$ cat config.mk
export PLATFORM = sky130hd
export DESIGN_NAME = gpc_divider
export DESIGN_NICKNAME = d
export VERILOG_FILES = /design/src/rtl/gpc_divider.sv
export SDC_FILE = /design/constraint.sdc
export NUM_CORES = 1
export LEC_CHECK = 0
export BUFFER_PORTS_ARGS = -buffer_cell sky130_fd_sc_hd__buf_4
export CORE_AREA = 3 3 94 96
export CTS_BUF_LIST = sky130_fd_sc_hd__clkbuf_8
export DETAILED_ROUTE_END_ITERATION = 6
export DIE_AREA = 0 0 97 99
export GPL_TIMING_DRIVEN = 0
export PLACE_DENSITY = 0.86
export SLEW_MARGIN = 20
export SYNTH_ARGS = -nofsm -noshare
export SYNTH_HDL_FRONTEND = slang
export SYNTH_SLANG_ARGS = --single-unit
$ cat constraint.sdc
create_clock -name clk -period 3.8 [get_ports clk]
set_clock_uncertainty 0.2 [all_clocks]
set_input_delay 0.76 -clock clk [delete_from_list [all_inputs] [get_ports clk]]
set_output_delay 0.76 -clock clk [all_outputs]
set_load 0.005 [all_outputs]
$ cat src/rtl/gpc_divider.sv
// ----------------------------------------------------------------------------
// gpc_divider: shared restoring divider, one quotient bit per cycle.
// Divides a numerator by a divisor; the remainder is dropped.
// ----------------------------------------------------------------------------
module gpc_divider #(
  parameter int unsigned W = 21
) (
  input  logic         clk,
  input  logic         rst,
  input  logic         go,
  input  logic [W-1:0] num,
  input  logic [W-1:0] den,
  output logic         done,
  output logic [W-1:0] quo
);
  localparam int unsigned CW = $clog2(W + 1);

  logic [W-1:0]  rem;
  logic [W-1:0]  q;
  logic [W-1:0]  d;
  logic [CW-1:0] cnt;
  logic          run;
  logic [W:0]    trial;

  // One trial subtraction per cycle.
  assign trial = {rem, q[W-1]} - {1'b0, d};

  always_ff @(posedge clk) begin
    if (rst) begin
      run <= 1'b0;
      done <= 1'b0;
    end else begin
      done <= 1'b0;
      if (go) begin
        run <= 1'b1;
        rem <= '0;
        q <= num;
        d <= den;
        cnt <= CW'(W);
      end else if (run) begin
        if (trial[W]) begin
          rem <= {rem[W-2:0], q[W-1]};
          q <= {q[W-2:0], 1'b0};
        end else begin
          rem <= trial[W-1:0];
          q <= {q[W-2:0], 1'b1};
        end
        cnt <= cnt - 1'b1;
        if (cnt == CW'(1)) begin
          run <= 1'b0;
          done <= 1'b1;
        end
      end
    end
  end

  assign quo = q;
endmodule

=== Word level (Yosys, flattened, before mapping) ===
Index checks and enable logic that the tools add are counted.

* Word-level logic and storage cells: 25
* Bits in registers: 70
* Bits of input ports: 45
* Output and inout port bits: 22

* $add $sub $neg: 2
* Eq/ne operators: 1
* Multiplexer cells: 10
* Bitwise gates (word level): 2
* Reductions and logical operators: 4

{| class="wikitable"
|+ Operators with widths
! kind !! number
|-
| two-way mux 21 bit || 4
|-
| subtractor 22 x 21 -> 22 bit || 1
|-
| == test 5 x 1 -> 1 bit (second input constant) || 1
|-
| two-way mux 1 bit || 5
|-
| two-way mux 5 bit || 1
|-
| subtractor 5 x 1 -> 5 bit (second input constant) || 1
|-
| AND reduction 2 bit || 2
|-
| OR reduction 3 bit || 1
|-
| NOT 1 bit || 2
|-
| nonzero test 2 bit || 1
|}

=== Depth between registers and ports, before layout ===
* Word-level depth: 4
* Mapped depth: 12
* Mapped depth without buffers: 10

=== Least setup slack after synthesis ===
Ideal clock, no wire load.

* Path kind: in2reg
* Start: input port go
* End: register cnt[0], enable pin
* Required time: 3.148 ns
* Slack: -0.294 ns
* Stages: 4
* Arrival: 3.442 ns
* Setup time: 0.452 ns
* Buffers on the path: 2
* Cells stage by stage: clkbuf_1 -> buf_1 -> nor2_1 -> nor2_1

* Longest elaborated chain between the ends: 2

{| class="wikitable"
|+ Ends and longest elaborated chain
! what !! line !! text
|-
| start, declared || 10 || <nowiki>input logic go,</nowiki>
|-
| nonzero test 2 bit (no line) || n/a ||
|-
| AND reduction 2 bit (no line) || n/a ||
|-
| end signal, assigned || 39 || <nowiki>cnt <= CW'(W);</nowiki>
|-
| end signal, assigned || 48 || <nowiki>cnt <= cnt - 1'b1;</nowiki>
|-
| end, declared || 21 || <nowiki>logic [CW-1:0] cnt;</nowiki>
|}

No other way between the ends.
A chain may end at the register's enable or synchronous reset.

=== Worst setup path in the final report ===
* Start: register q[20] (netlist: quo[20])
* End: register rem[18], data pin

* Longest elaborated chain between the ends: 3

{| class="wikitable"
|+ Ends and longest elaborated chain
! what !! line !! text
|-
| start, declared || 19 || <nowiki>logic [W-1:0] q;</nowiki>
|-
| start signal, assigned || 37 || <nowiki>q <= num;</nowiki>
|-
| start signal, assigned || 43 || <nowiki>q <= {q[W-2:0], 1'b0};</nowiki>
|-
| start signal, assigned || 46 || <nowiki>q <= {q[W-2:0], 1'b1};</nowiki>
|-
| subtractor 22 x 21 -> 22 bit || 26 || <nowiki>assign trial = {rem, q[W-1]} - {1'b0, d};</nowiki>
|-
| two-way mux 21 bit || 41 || <nowiki>if (trial[W]) begin</nowiki>
|-
| two-way mux 21 bit || 40 || <nowiki>end else if (run) begin</nowiki>
|-
| end signal, assigned || 42 || <nowiki>rem <= {rem[W-2:0], q[W-1]};</nowiki>
|-
| end signal, assigned || 45 || <nowiki>rem <= trial[W-1:0];</nowiki>
|-
| end, declared || 18 || <nowiki>logic [W-1:0] rem;</nowiki>
|}

No other way between the ends. The select of a mux whose other input is x is not followed.

==> summary.txt <==
Outcome
  – Status: completed

Setup path
  – R2R cell count: 10
  – Worst Setup EP: rem[18]$_SDFFCE_PP0P_
  – Worst path arrival time: ~3.4 ns
  – Critical path class: reg2reg
  – Critical path origin: quo[20]$_DFFE_PP_
  – Reg2Reg Launch Point: quo[20]$_DFFE_PP_
  – Crit path max-delay family: compound AO/OA/AOI/OAI gates
  – Crit Path Max Fanout: 5
  – Crit path cell chain: inv_1 -> ha_1 -> fa_1 -> nand2b_1 -> a21oi_1 -> o2111ai_1 -> a211oi_1 -> o21ai_0 -> a2111oi_0 -> a31o_1
  – Reg-to-reg endpoint: rem[18]$_SDFFCE_PP0P_
  – CP startpoint kind: flop
  – Register-to-register setup slack: 0.45 ns
  – Worst path max stage delay: 0.60 ns
  – Worst setup EP type: flop
  – Critical Path RT: 3.82 ns
  – Worst path depth: 10
  – CP max stage cell: a2111oi_0
  – Crit path buffers/inverters: 1

Synth
  – Avg Inst Size Synth: 11.5 um^2
  – Syn Nets: 434
  – Number of synthesized register bits: 70
  – Area leader, netlist: edfxtp_1
  – Synth unique cells: 65
  – Syn Inst Count: 365
  – Async SR Flop Fraction: 0%
  – Yosys warnings: 0
  – Ys flop type: edfxtp_1
  – Yosys top cell area share: 48.6%
  – Post-Syn Area: 4210 um^2
  – Post-synth EDFFs: 68
  – Sequential-to-total area share from yosys stat: 49.5%
  – Synth area leaders: edfxtp_1 (49%), ha_1 (6.8%), mux2_2 (5.4%), a21oi_1 (2.9%), inv_1 (2.5%)

Floorplan
  – Starting Density: 51.7%
  – DIE AREA: 9600 um^2
  – Top Ports: 67
  – Row Count: 33
  – Die Y: roughly 99 um
  – Die width: 97 um
  – Core area: 8130 um^2

Placement
  – Placement Setup Slack: 0.460 ns
  – DP Cell Count: 537
  – Buffers on Ports: 65
  – DP HPWL: 7220 um
  – RD Place Congestion: 0.895

Routing
  – Vias/cell: between 5 and 6
  – DRT Wirelength: 10000 um
  – 1st-iter DRT viols: 376
  – DRC errors left: 0
  – Vias: 3286
  – Detail Route Antenna Nets: 0
  – Drt pass-1 iters: 5
  – Routed len/inst: 18.1 um

Final layout
  – Most common cell after layout, fill and taps aside: edfxtp_1
  – Post-Layout Cell Count: ~550
  – Fin nets: between 500 and 600
  – Commonest non-fill, non-tap cells in the layout: edfxtp_1 (68), buf_4 (66), inv_1 (29)
  – Area growth from synthesis to layout: 20.9%
  – Layout cell share with drive strength beyond 1: 32.1%
  – Antenna Cells: 0

Power
  – Leak pwr: 0.00204 uW
  – P per Cell Area: 453 nW/um^2
  – Overall power: 2300 uW
  – Maximum vdd drop: 0.311 mV

Worst hold path
  – Hold Path Class: reg2reg
  – Hold Startpoint: run$_SDFF_PP0_

Timing
  – Max-slew violation count: 0
  – Endpoints failing hold: 0
  – Max Fclk: 299 MHz
  – Setup slack after layout: 0.450 ns
  – Fin Setup TNS: 0 ns
  – Hold slack: 0.306 ns
  – Final worst path period share: 88.2%
  – RSZ-0062 raised after global routing: false
  – Slew margin rel.: 44.5%
  – Tightest Pin Transition: 0.832 ns
  – Setup Viol. Count Final: 0
  – Final Critical Period: around 3.3 ns

Global route
  – Via count of the first global-routing pass: 3374
  – First-pass GRT wire length: ~17000 um
  – Largest net degree at the start of global routing: 26
  – Initial antenna violation count: 0
  – Total track usage: 22.1%
  – GRT overflow: 0

CTS
  – Post-CTS setup buffers: 0
  – CTS resizes: 0
  – H-tree Lvls: 3
  – Worst skew pair latency: ~0.36 ns
  – Hold_buf cts: 0
  – Total CTS buffers: 9
  – Clock root buffer master: clkbuf_8
  – Clk slew on worst S/H paths: 0.08 ns
  – CTS tree: yes
  – Clk sinks: 70
  – Clk buf depth: 2

Job
  – Max_cap viols: 0
## metrics by stage
step | area (um^2) | util, %
4_1_cts | 5080 | 62.5
6_report | 5080 | 62.5
3_5_place_dp | 4870 | 59.9
2_1_floorplan | 4210 | -
5_1_grt | 5080 | 62.5
3_3_place_gp | 4830 | 59.3
## how the worst min path moves through the flow
stage / to / depth (start not counted)
2_1_floorplan: done$_SDFF_PP0_ / 1
4_1_cts: done$_SDFF_PP0_ / 1
3_3_place_gp: done$_SDFF_PP0_ / 1
3_5_place_dp: done$_SDFF_PP0_ / 1
6_report: done$_SDFF_PP0_ / 1
5_1_grt: done$_SDFF_PP0_ / 1
## sequential cells by signal, indices dropped and copies added, names as in the netlist
name  count
quo      21
run       1
rem      21
cnt       5
done      1
d        21
## cells by family (layout without fill, tap and decap cells)
group                    after synthesis  after routing  synth area share (%)
AO/OA/AOI/OAI                        108            108                  19.8
AND/OR/NAND/NOR                       87             87                  10.7
flip-flops                            70             70                  49.5
buffers and inverters                 43            126                  4.58
adder cells (fa/ha/maj)               24             24                  7.32
multiplexers                          20             20                  5.36
XOR/XNOR                              13             13                  2.71
## layer usage
| metal | global-route usage, % | part of all wire, % | up-vias | wire [um] |
|---|---|---|---|---|
| li1 | - | - | 1547 | - |
| met1 | 28.5 | 42 | 1577 | 4220 |
| met2 | 35.5 | 48 | 138 | 4800 |
| met3 | 6.51 | 7.8 | 24 | 785 |
| met4 | 8.42 | 2.1 | 0 | 210 |
| met5 | 0 | 0 | - | 0 |
## report_power, final
group          total, uW  leakage [uW]  switching, uW  internal [uW]
sequential           966      0.000665           34.3            932
combinational        655       0.00126            374            280
clock                680      0.000111            312            368
total               2300       0.00204            721           1580
## cell type report
type | instances | area, um^2
Buffer | 15 | 87.6
Timing Repair Buffer | 67 | 523
Clock buffer | 9 | 124
Clock inverter | 7 | 90.1
Sequential cell | 70 | 2080
Fill cell | 642 | 3050
Tap cell | 105 | 131
Inverter | 28 | 105
Multi-Input combinational cell | 252 | 1940
## synthesized netlist by cell type, types with 4 or more instances
library cell  count
o21ai_0          13
xnor2_1          11
a21oi_1          24
inv_1            28
a21oi_2           8
o21ai_2           7
o211ai_1          5
nor2_1           18
a211oi_1          5
a31o_1            5
nand4_1           5
o21a_1            4
nand3_1          10
mux2_2           20
nand2_1          22
nor3_1            4
and3_1            6
edfxtp_1         68
ha_1             23
clkbuf_1          7
nand2b_1          5
Note: power is estimated with default switching activity, not from simulation.
